`src/rtl/stq_pkg.sv`:
```
// Shared types and codes for the sorted timer queue.
// No dependencies; imported by sorted_timer_queue.
package stq_pkg;

    typedef logic [1:0] t_cmd;
    typedef logic [2:0] t_status;

    localparam t_cmd CMD_ADD    = 2'd0;
    localparam t_cmd CMD_ADJUST = 2'd1;
    localparam t_cmd CMD_DELETE = 2'd2;
    localparam t_cmd CMD_TICK   = 2'd3;

    localparam t_status STAT_OK        = 3'd0;
    localparam t_status STAT_FULL      = 3'd1;
    localparam t_status STAT_NOT_FOUND = 3'd2;
    localparam t_status STAT_EXPIRED   = 3'd3;
    localparam t_status STAT_NONE      = 3'd4;
    localparam t_status STAT_DUPLICATE = 3'd5;

    localparam int HANDLE_W   = 16;
    localparam int TIME_W     = 32;
    localparam int ENTRY_W    = HANDLE_W + TIME_W;
    localparam int TICK_LIMIT = 16;

endpackage

```
`src/rtl/stq_ram.sv`:
```
// Generic simple dual-port RAM: one write port, one read port, registered read.
// No dependencies.
module stq_ram #(
    parameter int WIDTH = 48,
    parameter int DEPTH = 16
) (
    input  logic                     i_clk,
    input  logic                     i_we,
    input  logic [$clog2(DEPTH)-1:0] i_waddr,
    input  logic [WIDTH-1:0]         i_wdata,
    input  logic [$clog2(DEPTH)-1:0] i_raddr,
    output logic [WIDTH-1:0]         o_rdata
);

    logic [WIDTH-1:0] r_mem [DEPTH];
    logic [WIDTH-1:0] r_rdata;

    always_ff @(posedge i_clk) begin
        if (i_we) begin
            r_mem[i_waddr] <= i_wdata;
        end
        r_rdata <= r_mem[i_raddr];
    end

    assign o_rdata = r_rdata;

endmodule

```
`src/rtl/sorted_timer_queue.sv`:
```
// Sorted timer queue: entries held in expiry order in one RAM, walked by a sequencer.
// Depends on stq_pkg and stq_ram.
//
//  channel  | dir | tdata                                   | tuser        | tlast
//  s_axis   | in  | handle[15:0] expire_time[47:16] now_time[79:48] | command[1:0] | -
//  m_axis   | out | expired_handle[15:0]                    | status[2:0]  | last
//
// Add/adjust/delete: scan every live entry, shift the entries in the way, write the entry if any, post the status.
// Tick: post each expired entry, then compact the remaining entries to the front of the RAM.
// A new item is accepted only in the idle state, once the sequencer is through with the last one.
// Synchronous active-low reset empties the queue at once; the RAM needs no clearing.
// A full output register stalls the sequencer only when it has a new result to post.
module sorted_timer_queue #(
    parameter int DEPTH = 16
) (
    input  logic              i_clk,
    input  logic              i_rst_n,
    input  logic              s_axis_tvalid,
    output logic              s_axis_tready,
    input  logic [79:0]       s_axis_tdata,   // handle, expire_time, now_time
    input  stq_pkg::t_cmd     s_axis_tuser,   // command
    output logic              m_axis_tvalid,
    input  logic              m_axis_tready,
    output logic [15:0]       m_axis_tdata,   // expired_handle
    output stq_pkg::t_status  m_axis_tuser,   // status
    output logic              m_axis_tlast
);

    import stq_pkg::*;

    localparam int AW = $clog2(DEPTH);
    localparam int CW = $clog2(DEPTH + 1);

    localparam logic [3:0] ST_IDLE = 4'd0;
    localparam logic [3:0] ST_SRD  = 4'd1;
    localparam logic [3:0] ST_SCHK = 4'd2;
    localparam logic [3:0] ST_PLAN = 4'd3;
    localparam logic [3:0] ST_MRD  = 4'd4;
    localparam logic [3:0] ST_MWR  = 4'd5;
    localparam logic [3:0] ST_PUT  = 4'd6;
    localparam logic [3:0] ST_RES  = 4'd7;
    localparam logic [3:0] ST_TRD  = 4'd8;
    localparam logic [3:0] ST_TCHK = 4'd9;

    logic [3:0]          r_state, n_state;
    t_cmd                r_cmd, n_cmd;
    logic [HANDLE_W-1:0] r_handle, n_handle;
    logic [TIME_W-1:0]   r_exp, n_exp;
    logic [TIME_W-1:0]   r_now, n_now;
    logic [CW-1:0]       r_count, n_count;
    logic [CW-1:0]       r_idx, n_idx;
    logic                r_found, n_found;
    logic [AW-1:0]       r_fidx, n_fidx;
    logic [CW-1:0]       r_le, n_le;
    logic [AW-1:0]       r_src, n_src;
    logic [CW-1:0]       r_left, n_left;
    logic [CW-1:0]       r_dist, n_dist;
    logic                r_up, n_up;
    logic                r_put, n_put;
    t_status             r_res, n_res;
    logic                r_have, n_have;
    logic [HANDLE_W-1:0] r_pend, n_pend;
    logic                r_ovld, n_ovld;
    t_status             r_ostat, n_ostat;
    logic [HANDLE_W-1:0] r_ohnd, n_ohnd;
    logic                r_olast, n_olast;

    logic                ram_we;
    logic [AW-1:0]       ram_waddr;
    logic [ENTRY_W-1:0]  ram_wdata;
    logic [AW-1:0]       ram_raddr;
    logic [ENTRY_W-1:0]  ram_rdata;
    logic [TIME_W-1:0]   rd_exp;
    logic [HANDLE_W-1:0] rd_hnd;
    logic                out_free;
    logic                tick_hit;
    logic [CW-1:0]       fidx_w;
    logic [CW-1:0]       cnt_m1;

    stq_ram #(
        .WIDTH (ENTRY_W),
        .DEPTH (DEPTH)
    ) u_ram (
        .i_clk   (i_clk),
        .i_we    (ram_we),
        .i_waddr (ram_waddr),
        .i_wdata (ram_wdata),
        .i_raddr (ram_raddr),
        .o_rdata (ram_rdata)
    );

    assign rd_exp   = ram_rdata[TIME_W-1:0];
    assign rd_hnd   = ram_rdata[ENTRY_W-1:TIME_W];
    assign out_free = !r_ovld || m_axis_tready;
    assign fidx_w   = CW'(r_fidx);
    assign cnt_m1   = r_count - CW'(1);
    assign tick_hit = (r_idx < r_count) && (32'(r_idx) < TICK_LIMIT) && (rd_exp <= r_now);

    assign s_axis_tready = (r_state == ST_IDLE);
    assign m_axis_tvalid = r_ovld;
    assign m_axis_tdata  = r_ohnd;
    assign m_axis_tuser  = r_ostat;
    assign m_axis_tlast  = r_olast;

    always_comb begin
        case (r_state)
            ST_SRD, ST_SCHK, ST_TRD, ST_TCHK: ram_raddr = r_idx[AW-1:0];
            default:                          ram_raddr = r_src;
        endcase
    end

    always_comb begin
        n_state  = r_state;
        n_cmd    = r_cmd;
        n_handle = r_handle;
        n_exp    = r_exp;
        n_now    = r_now;
        n_count  = r_count;
        n_idx    = r_idx;
        n_found  = r_found;
        n_fidx   = r_fidx;
        n_le     = r_le;
        n_src    = r_src;
        n_left   = r_left;
        n_dist   = r_dist;
        n_up     = r_up;
        n_put    = r_put;
        n_res    = r_res;
        n_have   = r_have;
        n_pend   = r_pend;
        n_ovld   = r_ovld && !m_axis_tready;
        n_ostat  = r_ostat;
        n_ohnd   = r_ohnd;
        n_olast  = r_olast;
        ram_we    = 1'b0;
        ram_waddr = r_le[AW-1:0];
        ram_wdata = {r_handle, r_exp};

        case (r_state)
            ST_IDLE: begin
                if (s_axis_tvalid) begin
                    n_cmd    = s_axis_tuser;
                    n_handle = s_axis_tdata[15:0];
                    n_exp    = s_axis_tdata[47:16];
                    n_now    = s_axis_tdata[79:48];
                    n_idx    = '0;
                    n_found  = 1'b0;
                    n_le     = '0;
                    n_have   = 1'b0;
                    n_state  = (s_axis_tuser == CMD_TICK) ? ST_TRD : ST_SRD;
                end
            end
            ST_SRD: begin
                n_state = (r_idx == r_count) ? ST_PLAN : ST_SCHK;
            end
            ST_SCHK: begin
                if (rd_hnd == r_handle) begin
                    n_found = 1'b1;
                    n_fidx  = r_idx[AW-1:0];
                end else if (rd_exp <= r_exp) begin
                    n_le = r_le + CW'(1);
                end
                n_idx   = r_idx + CW'(1);
                n_state = ST_SRD;
            end
            ST_PLAN: begin
                n_res   = STAT_OK;
                n_state = ST_MRD;
                case (r_cmd)
                    CMD_ADD: begin
                        if (r_found) begin
                            n_res   = STAT_DUPLICATE;
                            n_state = ST_RES;
                        end else if (r_count == CW'(DEPTH)) begin
                            n_res   = STAT_FULL;
                            n_state = ST_RES;
                        end else begin
                            n_up    = 1'b1;
                            n_src   = cnt_m1[AW-1:0];
                            n_left  = r_count - r_le;
                            n_put   = 1'b1;
                            n_count = r_count + CW'(1);
                        end
                    end
                    CMD_DELETE: begin
                        if (!r_found) begin
                            n_res   = STAT_NOT_FOUND;
                            n_state = ST_RES;
                        end else begin
                            n_up    = 1'b0;
                            n_dist  = CW'(1);
                            n_src   = r_fidx + AW'(1);
                            n_left  = cnt_m1 - fidx_w;
                            n_put   = 1'b0;
                            n_count = cnt_m1;
                        end
                    end
                    CMD_ADJUST: begin
                        n_put = 1'b1;
                        if (!r_found) begin
                            n_res   = STAT_NOT_FOUND;
                            n_state = ST_RES;
                        end else if (r_le >= fidx_w) begin
                            n_up   = 1'b0;
                            n_dist = CW'(1);
                            n_src  = r_fidx + AW'(1);
                            n_left = r_le - fidx_w;
                        end else begin
                            n_up   = 1'b1;
                            n_src  = r_fidx - AW'(1);
                            n_left = fidx_w - r_le;
                        end
                    end
                    default: begin
                        n_state = ST_IDLE;
                    end
                endcase
            end
            ST_MRD: begin
                if (r_left != '0) begin
                    n_state = ST_MWR;
                end else if (r_put) begin
                    n_state = ST_PUT;
                end else if (r_cmd == CMD_TICK) begin
                    n_state = ST_IDLE;
                end else begin
                    n_state = ST_RES;
                end
            end
            ST_MWR: begin
                ram_we    = 1'b1;
                ram_waddr = r_up ? (r_src + AW'(1)) : (r_src - r_dist[AW-1:0]);
                ram_wdata = ram_rdata;
                n_src     = r_up ? (r_src - AW'(1)) : (r_src + AW'(1));
                n_left    = r_left - CW'(1);
                n_state   = ST_MRD;
            end
            ST_PUT: begin
                ram_we  = 1'b1;
                n_state = ST_RES;
            end
            ST_RES: begin
                if (out_free) begin
                    n_ovld  = 1'b1;
                    n_ostat = r_res;
                    n_ohnd  = '0;
                    n_olast = 1'b1;
                    n_state = ST_IDLE;
                end
            end
            ST_TRD: begin
                n_state = ST_TCHK;
            end
            ST_TCHK: begin
                // the held handle goes out once the next entry shows whether it is last
                if (out_free || (tick_hit && !r_have)) begin
                    if (r_have) begin
                        n_ovld  = 1'b1;
                        n_ostat = STAT_EXPIRED;
                        n_ohnd  = r_pend;
                        n_olast = !tick_hit;
                    end else if (!tick_hit) begin
                        n_ovld  = 1'b1;
                        n_ostat = STAT_NONE;
                        n_ohnd  = '0;
                        n_olast = 1'b1;
                    end
                    if (tick_hit) begin
                        n_pend  = rd_hnd;
                        n_have  = 1'b1;
                        n_idx   = r_idx + CW'(1);
                        n_state = ST_TRD;
                    end else begin
                        n_up    = 1'b0;
                        n_dist  = r_idx;
                        n_src   = r_idx[AW-1:0];
                        n_left  = r_count - r_idx;
                        n_put   = 1'b0;
                        n_count = r_count - r_idx;
                        n_state = ST_MRD;
                    end
                end
            end
            default: begin
                n_state = ST_IDLE;
            end
        endcase
    end

    always_ff @(posedge i_clk) begin
        if (!i_rst_n) begin
            r_state <= ST_IDLE;
            r_count <= '0;
            r_ovld  <= 1'b0;
            r_have  <= 1'b0;
        end else begin
            r_state <= n_state;
            r_count <= n_count;
            r_ovld  <= n_ovld;
            r_have  <= n_have;
        end
    end

    always_ff @(posedge i_clk) begin
        r_cmd    <= n_cmd;
        r_handle <= n_handle;
        r_exp    <= n_exp;
        r_now    <= n_now;
        r_idx    <= n_idx;
        r_found  <= n_found;
        r_fidx   <= n_fidx;
        r_le     <= n_le;
        r_src    <= n_src;
        r_left   <= n_left;
        r_dist   <= n_dist;
        r_up     <= n_up;
        r_put    <= n_put;
        r_res    <= n_res;
        r_pend   <= n_pend;
        r_ostat  <= n_ostat;
        r_ohnd   <= n_ohnd;
        r_olast  <= n_olast;
    end

endmodule

```
`config.mk`:
```
export PLATFORM = sky130hd
export DESIGN_NAME = sorted_timer_queue
export DESIGN_NICKNAME = d
export VERILOG_FILES = /design/src/rtl/stq_pkg.sv /design/src/rtl/stq_ram.sv /design/src/rtl/sorted_timer_queue.sv
export SDC_FILE = /design/constraint.sdc
export NUM_CORES = 1
export LEC_CHECK = 0
export BUFFER_PORTS_ARGS = -buffer_cell sky130_fd_sc_hd__buf_2
export CORE_ASPECT_RATIO = 0.75
export CORE_MARGIN = 2
export CORE_UTILIZATION = 35
export DETAILED_ROUTE_END_ITERATION = 8
export PLACE_DENSITY = 0.58
export SLEW_MARGIN = 40
export SYNTH_ARGS = -nofsm -noshare
export SYNTH_HDL_FRONTEND = slang
export SYNTH_SLANG_ARGS = --single-unit
```
`constraint.sdc`:
```
create_clock -name i_clk -period 6.1 [get_ports i_clk]
set_input_delay 1.22 -clock i_clk [delete_from_list [all_inputs] [get_ports i_clk]]
set_output_delay 1.22 -clock i_clk [all_outputs]
set_load 0.05 [all_outputs]
```
Yosys cells after proc, flatten, opt, wreduce, memory -nomap -nowiden:

Memories as Yosys holds them, arrays and structs flattened. A register that Yosys moved wholly into a read port is not among the register bits.
Index checks and enable logic that the tools add are counted.
W data, S select, Z words.

* add/sub/neg operators: 15
* multipliers: 0
* divide/modulo/power cells: 0
* order comparisons: 5
* eq/ne operators: 33
* shifts and indexed selects: 0
* muxes and demuxes: 100
* bitwise operators: 0
* reduce and logical (&&, ||, !) cells: 36

Operators by type and width (count)
* $mux W4: 21
* $mux W5: 15
* $le A32 B32 Y1: 2
* $mux W16: 4
* $mux W48: 1
* $pmux W5 S3: 3
* $pmux W4 S10: 1
* $pmux W16 S2: 1
* $pmux W5 S2: 3
* $mux W1: 24
* $mux W3: 8
* $pmux W4 S2: 3
* $pmux W4 S3: 2
* $reduce_and A7 Y1: 3
* $ne A3 B3 Y1 const B: 6
* $eq A16 B16 Y1: 1
* $eq A4 B3 Y1 const B: 4
* $ne A2 B2 Y1 const B: 8
* $reduce_and A4 Y1: 4
* $reduce_and A8 Y1: 2
* $add A5 B1 Y5 const B: 3
* $pmux W1 S2: 6
* $pmux W3 S2: 2
* $sub A5 B1 Y5 const B: 2
* other kinds (33): 60

* bits in registers: 162
* latch bits: 0
* RAM bits: 768
* ROM bits: 0
* output and inout bits: 22
* word-level logic and storage cells: 212
* memories kept: 1

Memories
* u_ram.r_mem: depth 16, bits a word 48, rd ports 1, clocked after memory_dff 1, write ports 1, line stq_ram.sv:15 `logic [WIDTH-1:0] r_mem [DEPTH];`

Longest topological paths before layout:

* depth after elaboration: 7
* mapped depth: 12
* mapped depth without buffers: 12

By module:

Synthesis repeated with hierarchy kept, for this count alone.

* cells, all modules: 2234
* area total of the unflattened synthesis: 39745.6 sq um

Modules (own cells, without submodules)
* stq_ram: times used 1, cells an instance 1242, area each 29691.0 sq um, sequential area each 24023.0 sq um
* sorted_timer_queue: times used 1, cells an instance 992, area each 10054.6 sq um, sequential area each 4754.6 sq um

Worst setup path before layout:

No wires, ideal clock.

* path kind: register to register
* start: register r_src[1]
* end: memory u_ram.r_mem[5][0], enable pin
* setup time: 0.454 ns
* arrival time: 3.849 ns
* setup slack: 1.798 ns
* stages on the path, launching flop included: 10
* path buffers: 0
* clock period less this slack: 4.302 ns
* cell sequence: edfxtp_1 ha_1 nor2b_1 o21ai_0 a21boi_0 o31ai_1 xor2_1 a21o_1 nand2_1 nor2_1

* word-level cells in the longest chain between the ends: 3
* elaborated cells between the ends (all ways): 4
* classes of those cells: add/sub: 2; mux: 2

Ends and longest elaborated chain
* start: declaration: line sorted_timer_queue.sv:55 `logic [AW-1:0] r_src, n_src;`
* start signal: assignment: line sorted_timer_queue.sv:313 `r_src <= n_src;`
* $sub A4 B4 Y4 or $add A4 B1 Y4 (tied branches): line sorted_timer_queue.sv:232 `ram_waddr = r_up ? (r_src + AW'(1)) : (r_src - r_dist[AW-1:0]);`
* $mux W4 (*): line sorted_timer_queue.sv:232
* $mux W4 (*): line sorted_timer_queue.sv:139 `case (r_state)`
* end: declaration: line stq_ram.sv:15

Mark *: on every way between the ends. The rest lies on a longest branch, timed or not.

Final worst setup path:

* start: register r_now[30]
* end: register r_dist[3], enable pin

* word-level cells in the longest chain between the ends: 6
* elaborated cells between the ends (all ways): 7
* classes of those cells: order compare: 1; eq/ne: 2; reduce/logical: 4

Ends and longest elaborated chain
* start: declaration: line sorted_timer_queue.sv:49 `logic [TIME_W-1:0] r_now, n_now;`
* start signal: assignment: line sorted_timer_queue.sv:308 `r_now <= n_now;`
* $le A32 B32 Y1 (*): line sorted_timer_queue.sv:97 `assign tick_hit = (r_idx < r_count) && (32'(r_idx) < TICK_LIMIT) && (rd_exp <= r_now);`
* $logic_and A1 B1 Y1 (*): line sorted_timer_queue.sv:97
* $logic_and A1 B1 Y1: line sorted_timer_queue.sv:256 `if (out_free || (tick_hit && !r_have)) begin`
* $logic_or A1 B1 Y1: line sorted_timer_queue.sv:256
* $ne A2 B2 Y1 (no line)
* $reduce_and A7 Y1 (no line) (*)
* end signal: assignment: line sorted_timer_queue.sv:315 `r_dist <= n_dist;`
* end: declaration: line sorted_timer_queue.sv:57 `logic [CW-1:0] r_dist, n_dist;`

Marked as above.
A chain may end at the register's enable or synchronous reset.

==> impl_metrics.json <==
{
  "worst-setup-path-type": "register to register",
  "vias": 21059,
  "die_w_microns": 395,
  "finalWeightedCongestion": 0.843,
  "path_cells": "inv_1 > ha_1 > nand4_1 > nor4_1 > buf_4 > nand2_1 > a2111oi_0 > a31oi_1 > buf_4 > a31oi_1 > nor2_1",
  "syn_area_per_cell_sq_um": 17.7,
  "drcViolationCount": 0,
  "yosysSeqAreaShare_pct": 71.7,
  "clock-sinks": 978,
  "setup_violations": 0,
  "period_share_pct": 63.0,
  "cpLargestDelayFamily": "simple AND/OR/NAND/NOR gates",
  "mappedNetlistArea_sq_mm": 0.0401,
  "synth_nets": 2463,
  "grt_max_degree": 117,
  "cp-end-kind": "register",
  "worstMarginPinSlew_ns": 0.772,
  "synth_edf_count": 919,
  "worstPathArrival_ns": 4.21,
  "synth.distinct_cells": 62,
  "final_area_sq_mm": 0.0464,
  "slowest_delay_ns": 0.55,
  "overflow": 0,
  "max_freq_mhz": 260,
  "wl_per_cell_microns": 23.7,
  "antenna_found_initial": 0,
  "synth_seq_cells": 978,
  "finalSetupTns_ns": 0,
  "drtIter0Drc": 1937,
  "hp-class": "register to register",
  "reg2reg_depth": 11,
  "grt_pass1_vias": 21793,
  "power.total_mw": 16.1,
  "cts_made_buffers": 95,
  "area_growth_pct": 15.8,
  "ir_drop_mv": 0.264,
  "ys.flop_type": "edfxtp_1",
  "power_leakage_nw": 15.8,
  "min_from": "r_res[1]",
  "synthCells": 2270,
  "drv_slew": 0,
  "maxSlewHeadroom_pct": 48.4,
  "fin_crit_ns": 3.84,
  "grt_pass1_wl_microns": 144000,
  "num_rows": 107,
  "layout-drive-gt1-share_pct": 22.3,
  "clk_pin_slew_worst_paths_ns": 0.06,
  "status": "finished clean",
  "grt_util_all_layers_pct": 16.3,
  "r2r_end": "r_dist[3]",
  "crit_path_start_kind": "register",
  "coreArea_sq_mm": 0.114,
  "skew_ns": 0.0399,
  "post_cts_resized": 0,
  "antenna_left": 0,
  "worst-path-max-fanout": 9,
  "place_area_sq_mm": 0.0433,
  "die_h_microns": 297,
  "cp_num_buf_inv": 3,
  "crit-reg2reg-launch": "r_now[30]",
  "hpwlAfterDp_microns": 58200,
  "dr.pass1.iters": 8,
  "path_depth": 11,
  "synthArstFlopShare_pct": 0,
  "rsz0062_at_grt": "false",
  "clk_latency_ns": 0.69,
  "viasPerCell": 5.18,
  "ios": 108,
  "power_density_mw_per_mm2": 348,
  "drt_wl_total_microns": 96300,
  "root_buffer": "clkbuf_16",
  "startpoint": "r_now[30]",
  "required_ns": 6.46,
  "start_util_pct": 35.3,
  "io_buffers": 107,
  "maxCapViolations": 0,
  "cts_tree": "built",
  "timing.hold.ws_ns": 0.529,
  "antennaDiodeCount": 0,
  "htreeDepth": 3,
  "cp_slowest_cell": "a31oi_1",
  "ctsHoldBuffers": 0,
  "hold_violations": 0,
  "layout.nets": 2652,
  "clk_path_buf_depth": 3,
  "crit_end": "r_dist[3]",
  "reg2reg_slack_ns": 2.26,
  "synth_warnings": 0,
  "post-cts-setup-buffers": 0,
  "dieArea_sq_mm": 0.117
}
[registers in the layout (all words and copies together), names as in the netlist, 4 cells and up]
| register | flops |
|---|---|
| u_ram.r_mem | 768 |
| u_ram.o_rdata | 48 |
| r_exp | 32 |
| r_now | 32 |
| m_axis_tdata | 16 |
| r_handle | 16 |
| r_pend | 16 |
| r_count | 5 |
| r_idx | 5 |
| r_le | 5 |
| r_left | 5 |
| r_dist | 4 |
| r_fidx | 4 |
| r_src | 4 |
| r_state | 4 |
[cells in the mapped netlist, drive strengths merged, types with 20 or more instances]
master    n  area [sq um]
nor2     76           293
edfxtp  919         27600
xnor2    35           314
nor2b    61           382
clkbuf   57           214
mux2i    58           588
nand4    21           131
inv     107           402
a21o     20           150
a211oi   55           413
a21oi   100           500
mux4    192          4320
dfxtp    59          1180
nand3    20           100
o21ai    65           325
nand2   135           507
ha      101          1260
buf      43           284
[routing by layer]
metal | GRT usage, % | vias to the layer above | wire, microns | share of wire, %
met1 | 23.7 | 11001 | 44200 | 46
met5 | 0 | - | 0 | 0
met3 | 3.05 | 124 | 5120 | 5.3
li1 | - | 9332 | - | -
met4 | 3.61 | 0 | 1690 | 1.8
met2 | 25.7 | 602 | 45300 | 47
[worst min-delay path by stage]
stage,end,cells after the start
4_1_cts,m_axis_tuser[1],2
5_1_grt,m_axis_tuser[1],2
3_5_place_dp,m_axis_tuser[1],2
6_report,m_axis_tuser[1],2
3_3_place_gp,m_axis_tuser[0],2
2_1_floorplan,r_pend[0],0
[area by class of cell]
class	count	area, sq um
Clock buffer	123	2520
Inverter	107	404
Fill cell	10101	67200
Multi-Input combinational cell	1085	10600
Timing Repair Buffer	192	1620
Clock inverter	53	576
Sequential cell	978	28800
Tap cell	1526	1910
[power by group]
group          switching, mW  internal (mW)
Sequential             0.249           7.66
Clock                   2.56           3.33
Combinational           1.33           1.02
[tightest hold or removal path: cells and delay by family (launching register included)]
family        cells  cell delay, ns
flops             1            0.32
simple gates      2            0.11
[layout by cell type (no fill, tap or decap), types with 21 or more instances in the layout]
| cell | netlist | layout |
|---|---|---|
| edfxtp_1 | 919 | 919 |
| mux4_2 | 192 | 192 |
| nand2_1 | 135 | 135 |
| buf_2 | 20 | 107 |
| inv_1 | 107 | 106 |
| ha_1 | 101 | 101 |
| a21oi_1 | 100 | 99 |
| clkbuf_16 | 0 | 95 |
| o21ai_0 | 65 | 62 |
| nor2b_1 | 61 | 61 |
| dfxtp_1 | 59 | 59 |
| nor2_1 | 75 | 58 |
| a211oi_1 | 55 | 55 |
| mux2i_1 | 56 | 54 |
| buf_4 | 8 | 49 |
| xnor2_1 | 34 | 34 |
| clkbuf_1 | 57 | 24 |
| nand4_1 | 21 | 21 |
[through the flow]
| stage | utilization, % | worst slack, ns | instances |
|---|---|---|---|
| floorplan | - | 1.80 | 2270 |
| global placement | 37.8 | 2.24 | 3869 |
| detailed placement | 38.1 | 2.28 | 3886 |
| CTS | 40.8 | 2.23 | 4062 |
| global route | 40.9 | 1.96 | 4064 |
| finish | 40.9 | 2.26 | 4064 |
[kinds of logic after synthesis]
family,share of synthesized area [%]
xor+xnor,1.04
flops,71.7
fa+ha+maj,3.45
compound gates,4.71
buf+inv,2.24
simple gates,4.52
mux,12.3
Note: power is estimated with default switching activity, not from simulation.
